$ cat config.mk
export PLATFORM = sky130hd
export DESIGN_NAME = min_heap_priority_queue_core_flat
export DESIGN_NICKNAME = d
export VERILOG_FILES = /design/src/design/mhpq_pkg.sv /design/src/design/mhpq_if.sv /design/src/design/mhpq_store.sv /design/src/design/mhpq_seq.sv /design/src/design/min_heap_priority_queue_core.sv /design/src/flat_wrapper.sv
export SDC_FILE = /design/constraint.sdc
export NUM_CORES = 2
export LEC_CHECK = 0
export BUFFER_PORTS_ARGS = -buffer_cell sky130_fd_sc_hd__buf_2
export CAP_MARGIN = 0
export CELL_PAD_IN_SITES_DETAIL_PLACEMENT = 1
export CELL_PAD_IN_SITES_GLOBAL_PLACEMENT = 2
export CORE_ASPECT_RATIO = 0.75
export CORE_MARGIN = 2
export CORE_UTILIZATION = 25
export DETAILED_ROUTE_END_ITERATION = 10
export PLACE_DENSITY_LB_ADDON = 0.25
export SLEW_MARGIN = 10
export SYNTH_ARGS = -nofsm -noshare
export SYNTH_HDL_FRONTEND = slang
export SYNTH_SLANG_ARGS = --single-unit
$ cat constraint.sdc
create_clock -name clock -period 8.6 [get_ports clock]
set_input_delay 1.72 -clock clock [delete_from_list [all_inputs] [get_ports clock]]
set_output_delay 1.72 -clock clock [all_outputs]
set_load 0.02 [all_outputs]
$ cat src/design/mhpq_pkg.sv
// Shared types, codes and field widths of the min-heap priority queue.
package mhpq_pkg;

   // Field widths of the request and response channels
   localparam int OPCODE_BITS = 2;
   localparam int KEY_IN_BITS = 32;
   localparam int SLOT_BITS   = 6;
   localparam int STATUS_BITS = 2;
   localparam int TOTAL_BITS  = 7;

   // Defaults of the top-level parameters
   localparam int DEF_CAPACITY = 64;
   localparam int DEF_KEY_BITS = 32;

   typedef enum logic [OPCODE_BITS-1:0] {
      OP_INSERT = 2'd0,
      OP_DELETE = 2'd1,
      OP_CHANGE = 2'd2,
      OP_NOP    = 2'd3
   } opcode_type;

   typedef enum logic [STATUS_BITS-1:0] {
      STAT_DONE         = 2'd0,
      STAT_FULL         = 2'd1,
      STAT_NOT_OCCUPIED = 2'd2
   } status_type;

   typedef struct packed {
      status_type                    status;
      logic [TOTAL_BITS-1:0]         entry_total;
      logic signed [KEY_IN_BITS-1:0] smallest_key;
   } mhpq_result_type;

endpackage

$ cat src/design/mhpq_if.sv
// Request and response channel interfaces of the min-heap priority queue.
interface mhpq_req_if;
   import mhpq_pkg::*;

   logic                          valid;
   logic                          ready;
   logic [OPCODE_BITS-1:0]        opcode;
   logic signed [KEY_IN_BITS-1:0] key_value;
   logic [SLOT_BITS-1:0]          slot;

   modport source (output valid, output opcode, output key_value, output slot, input ready);
   modport sink (input valid, input opcode, input key_value, input slot, output ready);
endinterface

interface mhpq_rsp_if;
   import mhpq_pkg::*;

   logic                          valid;
   logic                          ready;
   logic [STATUS_BITS-1:0]        status;
   logic [TOTAL_BITS-1:0]         entry_total;
   logic signed [KEY_IN_BITS-1:0] smallest_key;

   modport source (output valid, output status, output entry_total, output smallest_key,
                   input ready);
   modport sink (input valid, input status, input entry_total, input smallest_key,
                 output ready);
endinterface

$ cat src/design/mhpq_store.sv
// Heap key memory: one write port, two read ports with registered read data.
module mhpq_store #(
   parameter int DEPTH = mhpq_pkg::DEF_CAPACITY,
   parameter int WIDTH = mhpq_pkg::DEF_KEY_BITS
) (
   input  logic                     clock,
   input  logic                     wr_en,
   input  logic [$clog2(DEPTH)-1:0] wr_addr,
   input  logic [WIDTH-1:0]         wr_data,
   input  logic [$clog2(DEPTH)-1:0] rd_a_addr,
   input  logic [$clog2(DEPTH)-1:0] rd_b_addr,
   output logic [WIDTH-1:0]         rd_a_data_ff,
   output logic [WIDTH-1:0]         rd_b_data_ff
);

   logic [WIDTH-1:0] mem [DEPTH];

   // Write one entry, read two
   always_ff @(posedge clock) begin
      if (wr_en) begin
         mem[wr_addr] <= wr_data;
      end
      rd_a_data_ff <= mem[rd_a_addr];
      rd_b_data_ff <= mem[rd_b_addr];
   end

endmodule

$ cat src/design/mhpq_seq.sv
// Sift sequencer: decodes a request and walks the heap one level per compare.
module mhpq_seq #(
   parameter int CAPACITY = mhpq_pkg::DEF_CAPACITY,
   parameter int KEY_BITS = mhpq_pkg::DEF_KEY_BITS
) (
   input  logic                        clock,
   input  logic                        reset,
   mhpq_req_if.sink                    req_ch,
   output logic                        wr_en,
   output logic [$clog2(CAPACITY)-1:0] wr_addr,
   output logic [KEY_BITS-1:0]         wr_data,
   output logic [$clog2(CAPACITY)-1:0] rd_a_addr,
   output logic [$clog2(CAPACITY)-1:0] rd_b_addr,
   input  logic [KEY_BITS-1:0]         rd_a_data,
   input  logic [KEY_BITS-1:0]         rd_b_data,
   output logic                        res_valid,
   output mhpq_pkg::mhpq_result_type   result,
   input  logic                        res_taken
);
   import mhpq_pkg::*;

   localparam int AW = $clog2(CAPACITY);
   localparam int CW = $clog2(CAPACITY + 1);
   localparam int SW = (CW > SLOT_BITS) ? CW : SLOT_BITS;
   localparam int LW = AW + 2;

   typedef enum logic [3:0] {
      S_IDLE,
      S_LOAD_LAST,
      S_LOAD_WAIT,
      S_UP_RD,
      S_UP_CMP,
      S_UP_END,
      S_DOWN_LOAD,
      S_DOWN_GET,
      S_DOWN_RD,
      S_DOWN_CMP,
      S_FINISH
   } state_type;

   state_type         state_ff, state_in;
   logic [AW-1:0]     pos_ff, pos_in;
   logic [AW-1:0]     home_ff, home_in;
   logic [KEY_BITS-1:0] key_ff, key_in;
   logic [KEY_BITS-1:0] root_ff, root_in;
   logic [CW-1:0]     count_ff, count_in;
   logic              reorder_ff, reorder_in;
   status_type        status_ff, status_in;

   logic [SW-1:0]     slot_w, cnt_w, cnt_m1;
   logic [AW-1:0]     slot_a, parent;
   logic [LW-1:0]     child_l, child_r, cnt_l;
   logic              l_ok, r_ok;
   logic [AW-1:0]     sel_pos;
   logic [KEY_BITS-1:0] sel_key;

   assign req_ch.ready = (state_ff == S_IDLE);

   // Index arithmetic around the current position
   assign slot_w  = SW'(req_ch.slot);
   assign cnt_w   = SW'(count_ff);
   assign cnt_m1  = SW'(count_ff - 1'b1);
   assign slot_a  = slot_w[AW-1:0];
   assign parent  = AW'((pos_ff - 1'b1) >> 1);
   assign child_l = {1'b0, pos_ff, 1'b1};
   assign child_r = LW'(child_l + 1'b1);
   assign cnt_l   = LW'(count_ff);
   assign l_ok    = (child_l < cnt_l);
   assign r_ok    = (child_r < cnt_l);

   // Pick the least of the held key and its two children, earlier wins a tie
   always_comb begin
      sel_pos = pos_ff;
      sel_key = key_ff;
      if (l_ok && ($signed(rd_a_data) < $signed(sel_key))) begin
         sel_pos = child_l[AW-1:0];
         sel_key = rd_a_data;
      end
      if (r_ok && ($signed(rd_b_data) < $signed(sel_key))) begin
         sel_pos = child_r[AW-1:0];
         sel_key = rd_b_data;
      end
   end

   // Sequence the sift steps
   always_comb begin
      state_in   = state_ff;
      pos_in     = pos_ff;
      home_in    = home_ff;
      key_in     = key_ff;
      count_in   = count_ff;
      reorder_in = reorder_ff;
      status_in  = status_ff;
      rd_a_addr  = pos_ff;
      rd_b_addr  = pos_ff;
      wr_en      = 1'b0;
      wr_addr    = pos_ff;
      wr_data    = key_ff;
      res_valid  = 1'b0;

      unique case (state_ff)
         S_IDLE: begin
            if (req_ch.valid) begin
               key_in    = KEY_BITS'($unsigned(req_ch.key_value));
               pos_in    = slot_a;
               home_in   = slot_a;
               status_in = STAT_DONE;
               unique case (opcode_type'(req_ch.opcode))
                  OP_INSERT: begin
                     if (count_ff == CW'(CAPACITY)) begin
                        status_in = STAT_FULL;
                        state_in  = S_FINISH;
                     end else begin
                        pos_in     = count_ff[AW-1:0];
                        count_in   = CW'(count_ff + 1'b1);
                        reorder_in = 1'b0;
                        state_in   = S_UP_RD;
                     end
                  end
                  OP_DELETE: begin
                     if (slot_w >= cnt_w) begin
                        status_in = STAT_NOT_OCCUPIED;
                        state_in  = S_FINISH;
                     end else begin
                        count_in = CW'(count_ff - 1'b1);
                        if (slot_w < cnt_m1) begin
                           reorder_in = 1'b1;
                           state_in   = S_LOAD_LAST;
                        end else begin
                           state_in = S_FINISH;
                        end
                     end
                  end
                  OP_CHANGE: begin
                     if (slot_w >= cnt_w) begin
                        status_in = STAT_NOT_OCCUPIED;
                        state_in  = S_FINISH;
                     end else begin
                        reorder_in = 1'b1;
                        state_in   = S_UP_RD;
                     end
                  end
                  OP_NOP: begin
                     state_in = S_FINISH;
                  end
               endcase
            end
         end
         S_LOAD_LAST: begin
            // fetch the last entry, which fills the deleted position
            rd_a_addr = count_ff[AW-1:0];
            state_in  = S_LOAD_WAIT;
         end
         S_LOAD_WAIT: begin
            key_in   = rd_a_data;
            state_in = S_UP_RD;
         end
         S_UP_RD: begin
            rd_a_addr = parent;
            state_in  = (pos_ff == '0) ? S_UP_END : S_UP_CMP;
         end
         S_UP_CMP: begin
            // move the parent down while the held key is smaller
            if ($signed(key_ff) < $signed(rd_a_data)) begin
               wr_en    = 1'b1;
               wr_data  = rd_a_data;
               pos_in   = parent;
               state_in = S_UP_RD;
            end else begin
               state_in = S_UP_END;
            end
         end
         S_UP_END: begin
            wr_en    = 1'b1;
            state_in = reorder_ff ? S_DOWN_LOAD : S_FINISH;
         end
         S_DOWN_LOAD: begin
            // sift down restarts at the original position
            rd_a_addr = home_ff;
            pos_in    = home_ff;
            state_in  = S_DOWN_GET;
         end
         S_DOWN_GET: begin
            key_in   = rd_a_data;
            state_in = S_DOWN_RD;
         end
         S_DOWN_RD: begin
            rd_a_addr = child_l[AW-1:0];
            rd_b_addr = child_r[AW-1:0];
            if (l_ok) begin
               state_in = S_DOWN_CMP;
            end else begin
               wr_en    = 1'b1;
               state_in = S_FINISH;
            end
         end
         S_DOWN_CMP: begin
            wr_en = 1'b1;
            if (sel_pos != pos_ff) begin
               wr_data  = sel_key;
               pos_in   = sel_pos;
               state_in = S_DOWN_RD;
            end else begin
               state_in = S_FINISH;
            end
         end
         S_FINISH: begin
            res_valid = 1'b1;
            if (res_taken) begin
               state_in = S_IDLE;
            end
         end
         default: begin
            state_in = S_IDLE;
         end
      endcase

      // track the root so the minimum needs no memory read
      root_in = root_ff;
      if (wr_en && (wr_addr == '0)) begin
         root_in = wr_data;
      end
   end

   assign result.status       = status_ff;
   assign result.entry_total  = TOTAL_BITS'(count_ff);
   assign result.smallest_key = (count_ff != '0) ? KEY_IN_BITS'(root_ff) : '0;

   // Hold state and working registers
   always_ff @(posedge clock) begin
      if (reset) begin
         state_ff   <= S_IDLE;
         count_ff   <= '0;
         reorder_ff <= 1'b0;
         status_ff  <= STAT_DONE;
      end else begin
         state_ff   <= state_in;
         count_ff   <= count_in;
         reorder_ff <= reorder_in;
         status_ff  <= status_in;
      end
      pos_ff  <= pos_in;
      home_ff <= home_in;
      key_ff  <= key_in;
      root_ff <= root_in;
   end

endmodule

$ cat src/design/min_heap_priority_queue_core.sv
// Binary min-heap priority queue: top level with request decode and response register.
//
// Usage: each request on req_ch carries an opcode (insert key_value, delete the entry
// at slot, change the entry at slot to key_value, or no-op). Each request yields one
// response on rsp_ch with the status, the number of keys held and the smallest key
// (zero when empty). A full heap refuses an insert; a slot at or past the count is
// flagged as not occupied; neither changes the heap.
// Order of work, accept to response valid: an insert raises its key level by level until
// it is no smaller than its parent or reaches the root; a change sifts up, then sifts
// down from its slot; a delete that moves the last entry first fetches it into the
// deleted position and then sifts as a change does. A refused request, a no-op or a
// delete of the last entry goes straight to the response. Throughput: one request at
// a time; the shared key compare and the single write port of the key memory handle
// one heap level at a time.
// Reset clears the count and the sequencer; the key memory is not cleared, since only
// occupied entries are read. A stalled receiver holds the response in its register;
// the next request is still taken and processed, and waits only to hand over its own.
module min_heap_priority_queue_core #(
   parameter int CAPACITY = mhpq_pkg::DEF_CAPACITY,
   parameter int KEY_BITS = mhpq_pkg::DEF_KEY_BITS
) (
   input  logic       clock,
   input  logic       reset,
   mhpq_req_if.sink   req_ch,
   mhpq_rsp_if.source rsp_ch
);
   import mhpq_pkg::*;

   localparam int AW = $clog2(CAPACITY);

   logic                wr_en;
   logic [AW-1:0]       wr_addr;
   logic [KEY_BITS-1:0] wr_data;
   logic [AW-1:0]       rd_a_addr, rd_b_addr;
   logic [KEY_BITS-1:0] rd_a_data, rd_b_data;
   logic                res_valid, res_taken;
   mhpq_result_type     result;

   logic                rsp_valid_ff, rsp_valid_in;
   mhpq_result_type     rsp_data_ff, rsp_data_in;

   mhpq_store #(
      .DEPTH (CAPACITY),
      .WIDTH (KEY_BITS)
   ) u_store (
      .clock        (clock),
      .wr_en        (wr_en),
      .wr_addr      (wr_addr),
      .wr_data      (wr_data),
      .rd_a_addr    (rd_a_addr),
      .rd_b_addr    (rd_b_addr),
      .rd_a_data_ff (rd_a_data),
      .rd_b_data_ff (rd_b_data)
   );

   mhpq_seq #(
      .CAPACITY (CAPACITY),
      .KEY_BITS (KEY_BITS)
   ) u_seq (
      .clock     (clock),
      .reset     (reset),
      .req_ch    (req_ch),
      .wr_en     (wr_en),
      .wr_addr   (wr_addr),
      .wr_data   (wr_data),
      .rd_a_addr (rd_a_addr),
      .rd_b_addr (rd_b_addr),
      .rd_a_data (rd_a_data),
      .rd_b_data (rd_b_data),
      .res_valid (res_valid),
      .result    (result),
      .res_taken (res_taken)
   );

   // Load the response register when it is empty or being drained
   assign res_taken = res_valid && (!rsp_valid_ff || rsp_ch.ready);

   always_comb begin
      rsp_valid_in = rsp_valid_ff;
      rsp_data_in  = rsp_data_ff;
      if (res_taken) begin
         rsp_valid_in = 1'b1;
         rsp_data_in  = result;
      end else if (rsp_ch.ready) begin
         rsp_valid_in = 1'b0;
      end
   end

   always_ff @(posedge clock) begin
      if (reset) begin
         rsp_valid_ff <= 1'b0;
      end else begin
         rsp_valid_ff <= rsp_valid_in;
      end
      rsp_data_ff <= rsp_data_in;
   end

   assign rsp_ch.valid        = rsp_valid_ff;
   assign rsp_ch.status       = rsp_data_ff.status;
   assign rsp_ch.entry_total  = rsp_data_ff.entry_total;
   assign rsp_ch.smallest_key = rsp_data_ff.smallest_key;

endmodule

$ cat src/flat_wrapper.sv
// flat-port wrapper written by rule: the top's interface ports become plain ports
module min_heap_priority_queue_core_flat import mhpq_pkg::*;
#(
   parameter int CAPACITY = mhpq_pkg::DEF_CAPACITY,
   parameter int KEY_BITS = mhpq_pkg::DEF_KEY_BITS
)
  (clock, reset, req_ch_valid, req_ch_opcode, req_ch_key_value, req_ch_slot, req_ch_ready, rsp_ch_valid, rsp_ch_status, rsp_ch_entry_total, rsp_ch_smallest_key, rsp_ch_ready);
  mhpq_req_if req_ch_i ();
  mhpq_rsp_if rsp_ch_i ();
  input  logic clock;
  input  logic reset;
  input wire logic [$bits(req_ch_i.valid)-1:0] req_ch_valid;
  input wire logic [$bits(req_ch_i.opcode)-1:0] req_ch_opcode;
  input wire logic [$bits(req_ch_i.key_value)-1:0] req_ch_key_value;
  input wire logic [$bits(req_ch_i.slot)-1:0] req_ch_slot;
  output wire logic [$bits(req_ch_i.ready)-1:0] req_ch_ready;
  output wire logic [$bits(rsp_ch_i.valid)-1:0] rsp_ch_valid;
  output wire logic [$bits(rsp_ch_i.status)-1:0] rsp_ch_status;
  output wire logic [$bits(rsp_ch_i.entry_total)-1:0] rsp_ch_entry_total;
  output wire logic [$bits(rsp_ch_i.smallest_key)-1:0] rsp_ch_smallest_key;
  input wire logic [$bits(rsp_ch_i.ready)-1:0] rsp_ch_ready;
  assign req_ch_i.valid = req_ch_valid;
  assign req_ch_i.opcode = req_ch_opcode;
  assign req_ch_i.key_value = req_ch_key_value;
  assign req_ch_i.slot = req_ch_slot;
  assign req_ch_ready = req_ch_i.ready;
  assign rsp_ch_valid = rsp_ch_i.valid;
  assign rsp_ch_status = rsp_ch_i.status;
  assign rsp_ch_entry_total = rsp_ch_i.entry_total;
  assign rsp_ch_smallest_key = rsp_ch_i.smallest_key;
  assign rsp_ch_i.ready = rsp_ch_ready;
  min_heap_priority_queue_core #(.CAPACITY(CAPACITY), .KEY_BITS(KEY_BITS)) u_core (.clock(clock), .reset(reset), .req_ch(req_ch_i), .rsp_ch(rsp_ch_i));
endmodule
# Word-level counts from Yosys, hierarchy flattened
# Memories as Yosys holds them, arrays and structs flattened. A register that Yosys moved wholly into a read port is not among the register bits.
# Index checks and enable logic that the tools add are counted.
# Widths: inputs -> output; s select.
dict set report totals {
  regBits 132
  mem_bits_rw 2048
  in_bits 44
  out_inout_bits 43
  elab_cells 120
  memories 1
}
dict set report classes {
  n_addsub 4
  magnitude_cmp 7
  n_eq_ne 23
  n_mux 49
  reduce_logical 24
}
# memory depth word_bits read_ports rd_clocked_by_memory_dff write_ports line
set mem_list {}
lappend mem_list {u_core.u_store.mem 64 32 2 2 1 mhpq_store.sv:16} ;# logic [WIDTH-1:0] mem [DEPTH];
# operator count
set ops {}
lappend ops {{$mux 32} 5}
lappend ops {{$pmux 32 s2} 2}
lappend ops {{$lt 32x32->1} 3}
lappend ops {{$mux 6} 8}
lappend ops {{$pmux 6 s4} 2}
lappend ops {{$pmux 4 s11} 1}
lappend ops {{$mux 4} 7}
lappend ops {{$eq 4x3->1 const B} 4}
lappend ops {{$pmux 4 s4} 1}
lappend ops {{$mux 7} 2}
lappend ops {{$ne 2x2->1 const B} 7}
lappend ops {{$pmux 7 s2} 1}
lappend ops {{$mux 1} 13}
lappend ops {{$eq 4x4->1 const B} 3}
lappend ops {{$add 7x1->8 const B} 1}
lappend ops {{$eq 4x2->1 const B} 2}
lappend ops {{$lt 8x7->1} 1}
lappend ops {{$add 7x1->7 const B} 1}
lappend ops {{$eq 7x7->1 const B} 1}
lappend ops {{$ge 6x7->1} 1}
lappend ops {{$lt 6x7->1} 1}
lappend ops {{$lt 7x7->1} 1}
lappend ops {{$reduce_and 7->1} 1}
lappend ops {{$reduce_bool 7->1} 1}
lappend ops {{24 further kinds} 37}

# Logic depth before layout (Yosys ltp)
dict set report logic_depth {
  depth_word 9
  ltp_mapped 27
  ltp_nobuf 22
}

# By module
# A second synthesis with hierarchy kept.
dict set report unflattened {
  cells_unflattened 5449
  hier_area_um2 105127.1
}
# mod instances cells_per_inst area_per_inst_um2
set modules_own_cells {}
lappend modules_own_cells {mhpq_store 1 4409 95715.5}
lappend modules_own_cells {mhpq_seq 1 994 8125.3}
lappend modules_own_cells {min_heap_priority_queue_core 1 46 1286.2}

# Worst setup path after synthesis
# Ideal clock, no wire load.
dict set report synth_path {
  path_kind {register -> register}
  startpoint {register u_core.u_seq.pos_ff[0], in the netlist u_core.u_seq.wr_addr[0]}
  endpoint {register u_core.u_seq.root_ff[10], data pin}
  arrival_time_ps 7442
  required_time_ps 8027
  slack_ps 585
  stages_incl_launch_ff 28
  path_buffers 6
  period_less_slack_ps 8015
  cell_sequence {edfxtp_1 > clkbuf_1 > clkinv_1 > clkbuf_1 > clkbuf_1 > ha_1 > nor2b_1 > o31ai_1 > a21oi_1 > nand2b_1 > clkbuf_2 > nor3_2 > clkbuf_1 > nor3_1 > a21oi_1 > ha_1 > a21o_1 > a221o_1 > a221oi_1 > o32ai_1 > nor2_1 > nand4_1 > o21ai_4 > mux2_1 > o2111a_2 > nand2b_4 > buf_4 > o221ai_1}
}
dict set report synth_between {
  elab_chain_cells 9
  elab_cells_between_ends 13
}
# element line
set synth_lines {}
lappend synth_lines {{from (decl)} mhpq_seq.sv:42} ;# logic [AW-1:0] pos_ff, pos_in;
lappend synth_lines {{from (signal assigned)} mhpq_seq.sv:242} ;# pos_ff <= pos_in;
lappend synth_lines {{$lt 7x7->1} mhpq_seq.sv:68} ;# assign l_ok = (child_l < cnt_l);
lappend synth_lines {{$logic_and 1x1->1} mhpq_seq.sv:75} ;# if (l_ok && ($signed(rd_a_data) < $signed(sel_key))) begin
lappend synth_lines {{$mux 32} mhpq_seq.sv:75}
lappend synth_lines {{$lt 32x32->1} mhpq_seq.sv:79} ;# if (r_ok && ($signed(rd_b_data) < $signed(sel_key))) begin
lappend synth_lines {{$logic_and 1x1->1} mhpq_seq.sv:79}
lappend synth_lines {{$mux 6} mhpq_seq.sv:79}
lappend synth_lines {{$ne 6x6->1} mhpq_seq.sv:199} ;# if (sel_pos != pos_ff) begin
lappend synth_lines {{$mux 32 (*)} mhpq_seq.sv:199}
lappend synth_lines {{$pmux 32 s2 (*)} mhpq_seq.sv:101} ;# unique case (state_ff)
lappend synth_lines {{net u_core.u_seq.wr_data[10]} mhpq_seq.sv:11} ;# output logic [KEY_BITS-1:0] wr_data,
lappend synth_lines {{to (signal assigned)} mhpq_seq.sv:245} ;# root_ff <= root_in;
lappend synth_lines {{to (decl)} mhpq_seq.sv:45} ;# logic [KEY_BITS-1:0] root_ff, root_in;
# Mark *: on every way through the listed nets, which the timed path passes. The rest lies on a longest branch.
# A chain may end at the register's enable or synchronous reset.

# Final worst setup path
dict set report layout_path {
  startpoint {register u_core.u_store.rd_a_data_ff[15] (read register of u_core.u_store.mem)}
  endpoint {memory u_core.u_store.mem[12][26] in the netlist's numbering, data pin}
}
dict set report layout_between {
  elab_chain_cells 9
  elab_cells_between_ends 13
}
# element line
set layout_lines {}
lappend layout_lines {{from (decl)} mhpq_store.sv:12} ;# output logic [WIDTH-1:0] rd_a_data_ff,
lappend layout_lines {{$lt 32x32->1} mhpq_seq.sv:75}
lappend layout_lines {{$logic_and 1x1->1} mhpq_seq.sv:75}
lappend layout_lines {{$mux 32} mhpq_seq.sv:75}
lappend layout_lines {{$lt 32x32->1} mhpq_seq.sv:79}
lappend layout_lines {{$logic_and 1x1->1} mhpq_seq.sv:79}
lappend layout_lines {{$mux 6} mhpq_seq.sv:79}
lappend layout_lines {{$ne 6x6->1} mhpq_seq.sv:199}
lappend layout_lines {{$mux 32} mhpq_seq.sv:199}
lappend layout_lines {{$pmux 32 s2 (*)} mhpq_seq.sv:101}
lappend layout_lines {{net u_core.u_seq.wr_data[26]} mhpq_seq.sv:11}
lappend layout_lines {{to (decl)} mhpq_store.sv:16}
# Marked as above.

==> results.tsv <==
metric	value	unit
number of synthesized register bits	2244	
Detailed Route WL	533800	um
Syn Nets	8860	
Fin. Hold Viols	0	
MaxCap Viol Count	0	
Inst Count DP	14200	
GPL Wtd Cong	0.8577	
Seq/Total Area, Yosys	60.11	%
port buffer count	86	
Synth Area in XOR/XNOR	0.1739	%
fin cells	14630	
TritonCTS clock tree	yes	
crit end category	flop	
IO Pins	87	
first drt pass iteration count	6	
mux cell area share after synthesis	10.48	%
Power Total	52.79	mW
H-tree depth	4	
Worst-path clk slew	70	ps
fin. max-slew vios	0	
setup tns final	0	ps
CP Data Required Time	9230	ps
Starting Density	25.13	%
worst clock skew	61.84	ps
post-place setup slack	-235.9	ps
status	finished clean	
CTS buffer count	234	
Main synth FF type	edfxtp_1	
largest family of logic cells by synthesized area	compound AO/OA/AOI/OAI gates	
initial antenna violation count	24	
fin area	127700	um2
die footprint	448500	um2
Vias/cell	5.803	
NumNets Final	8722	
Critical Path AT	8880	ps
DP HPWL	304200	um
num rows	211	
CTS root buf	clkbuf_16	
setup violators final	0	
Pwr Density	413.3	nW/um2
Netlist cell types	75	
Final Hold Slack	450.7	ps
Layout area overhead	15.31	%
wire per inst	36.49	um
Die W	772.7	um
simple-gate share of the synthesized area	11.15	%
commonest non-fill, non-tap cell in the layout	edfxtp_1	
area share of fa/ha/maj cells after synthesis	1.096	%
ys async rst share	0	%
Final ANT Viol Nets	0	
minimum clock period	8256	ps
post-synthesis compound-gate area fraction	13.64	%
area post-placement	120000	um2
Avg Cell Area, Syn	12.71	um2
Hold Path Class	flop to flop	
fin util	28.97	%
DRC	0	
vias	84880	
largest net degree at the start of global routing	141	
clk sinks	2244	
number of global-route vias before repair	85540	
layout cells sized above 1	16.34	%
Slew headroom	10.85	%
largest buffer count on any clock path	4	
DIE HEIGHT	580.5	um
Peak supply drop	356.7	uV
initial DRC count	10780	
Max Clk Rate	121.1	MHz
Total GRT Usage	23.04	%
CP Max Fanout	65	
first-pass GRT wire length	733100	um
Lkg Pwr	39.95	nW
Clock Latency Late Sink	960	ps
critical path startpoint category	flop	
final worst slack	344.3	ps
Worst-Margin Slew	1334	ps
Mapped Area	110800	um2
total gr overflow	0	
Mapped Cells	8719	
part of the cycle the worst path needs	96.00	%
Synth Warn #	0	
Worst Setup Path Type	flop to flop	
number of enable flip-flop cells after synthesis	2165	
most frequent cells in the layout	edfxtp_1, nand2_1, mux4_2, o21ai_0, nor2_1	
Core ar.	440900	um2
-- layer usage --
metal | up-vias | share of wire, % | global-route usage [%]
li1 | 34030 | - | -
met1 | 45940 | 46 | 34.50
met2 | 4140 | 43 | 34.58
met3 | 767 | 7.0 | 3.008
met4 | 0 | 3.3 | 6.698
met5 | - | 0 | 0
-- area by class of cell --
class | count | area [um2]
Sequential cell | 2244 | 66590
Clock buffer | 291 | 6153
Tap cell | 5857 | 7328
Clock inverter | 124 | 1471
Inverter | 89 | 341.6
Fill cell | 47400 | 313100
Multi-Input combinational cell | 5559 | 41770
Timing Repair Buffer | 453 | 4059
Antenna cell | 9 | 22.52
-- where the power goes --
group          switching, mW  internal, mW  leakage, nW
clock network           4.70          6.03         3.70
logic                   19.1          8.42         16.1
registers              0.361          14.1         20.2
total                   24.2          28.6         40.0
-- sequential cells by signal (all words and copies together), names as in the netlist --
name	count
u_core.rsp_ch.entry_total	7
u_core.rsp_ch.smallest_key	32
u_core.rsp_ch.status	2
u_core.rsp_ch.valid	1
u_core.u_seq.cnt_w	7
u_core.u_seq.home_ff	6
u_core.u_seq.key_ff	32
u_core.u_seq.reorder_ff	1
u_core.u_seq.root_ff	32
u_core.u_seq.state_ff	4
u_core.u_seq.status_ff	2
u_core.u_seq.wr_addr	6
u_core.u_store.mem	2048
u_core.u_store.rd_a_data_ff	32
u_core.u_store.rd_b_data_ff	32
-- critical path: stages (launching register included) --
cell	delay, ps
dfxtp_1	390
inv_1	100
ha_1	300
nand4_1	240
a2111oi_0	820
o41ai_2	250
and2_1	310
xnor2_1	320
nor2_4	130
buf_12	200
a21oi_1	230
ha_1	290
and3_1	190
a221o_1	370
a221oi_1	580
o32ai_1	210
nor2_1	190
nand4_1	250
o21ai_4	500
mux2_1	370
o2111a_2	250
nand2b_4	300
buf_12	240
o221ai_4	180
buf_4	600
-- timing repair --
action                                  4_1_cts  5_1_grt
endpoints found under the setup margin     1551     1961
hold buffers                                  0        0
pin swaps                                     1        1
buffers inserted                              4        2
resized for setup                             0       18
-- cell usage after synthesis, types with 179 or more instances --
library cell  instances  area (um2)
or3_1               262        1639
a31oi_1             199        1245
nor2_1              405        1520
a311oi_1            193        1690
o221ai_1            357        3127
nand3_1             278        1391
a21oi_1             179       895.9
o21ai_0             383        1917
clkbuf_1            666        2500
mux4_2              512       11530
a21boi_0            259        1944
nand2_1            1409        5289
edfxtp_1           2165       65010
o22ai_1             192        1201
-- kinds of logic after synthesis --
group,after synthesis
mux,520
fa+ha+maj,97
buf+inv,916
compound gates,2166
xor+xnor,22
simple gates,2754
flops,2244
-- worst paths after layout --
kind                                     end  slack [ps]                             from  depth (start not counted)
setup / recovery  u_core.u_store.mem[12][26]         340  u_core.u_store.rd_a_data_ff[15]                         24
hold / removal       u_core.rsp_ch.status[1]         450        u_core.u_seq.status_ff[1]                          0
setup reg to reg  u_core.u_store.mem[12][26]         340  u_core.u_store.rd_a_data_ff[15]                         24
hold reg to reg      u_core.rsp_ch.status[1]         450        u_core.u_seq.status_ff[1]                          0
No activity file was read; power rests on OpenSTA's default activity.
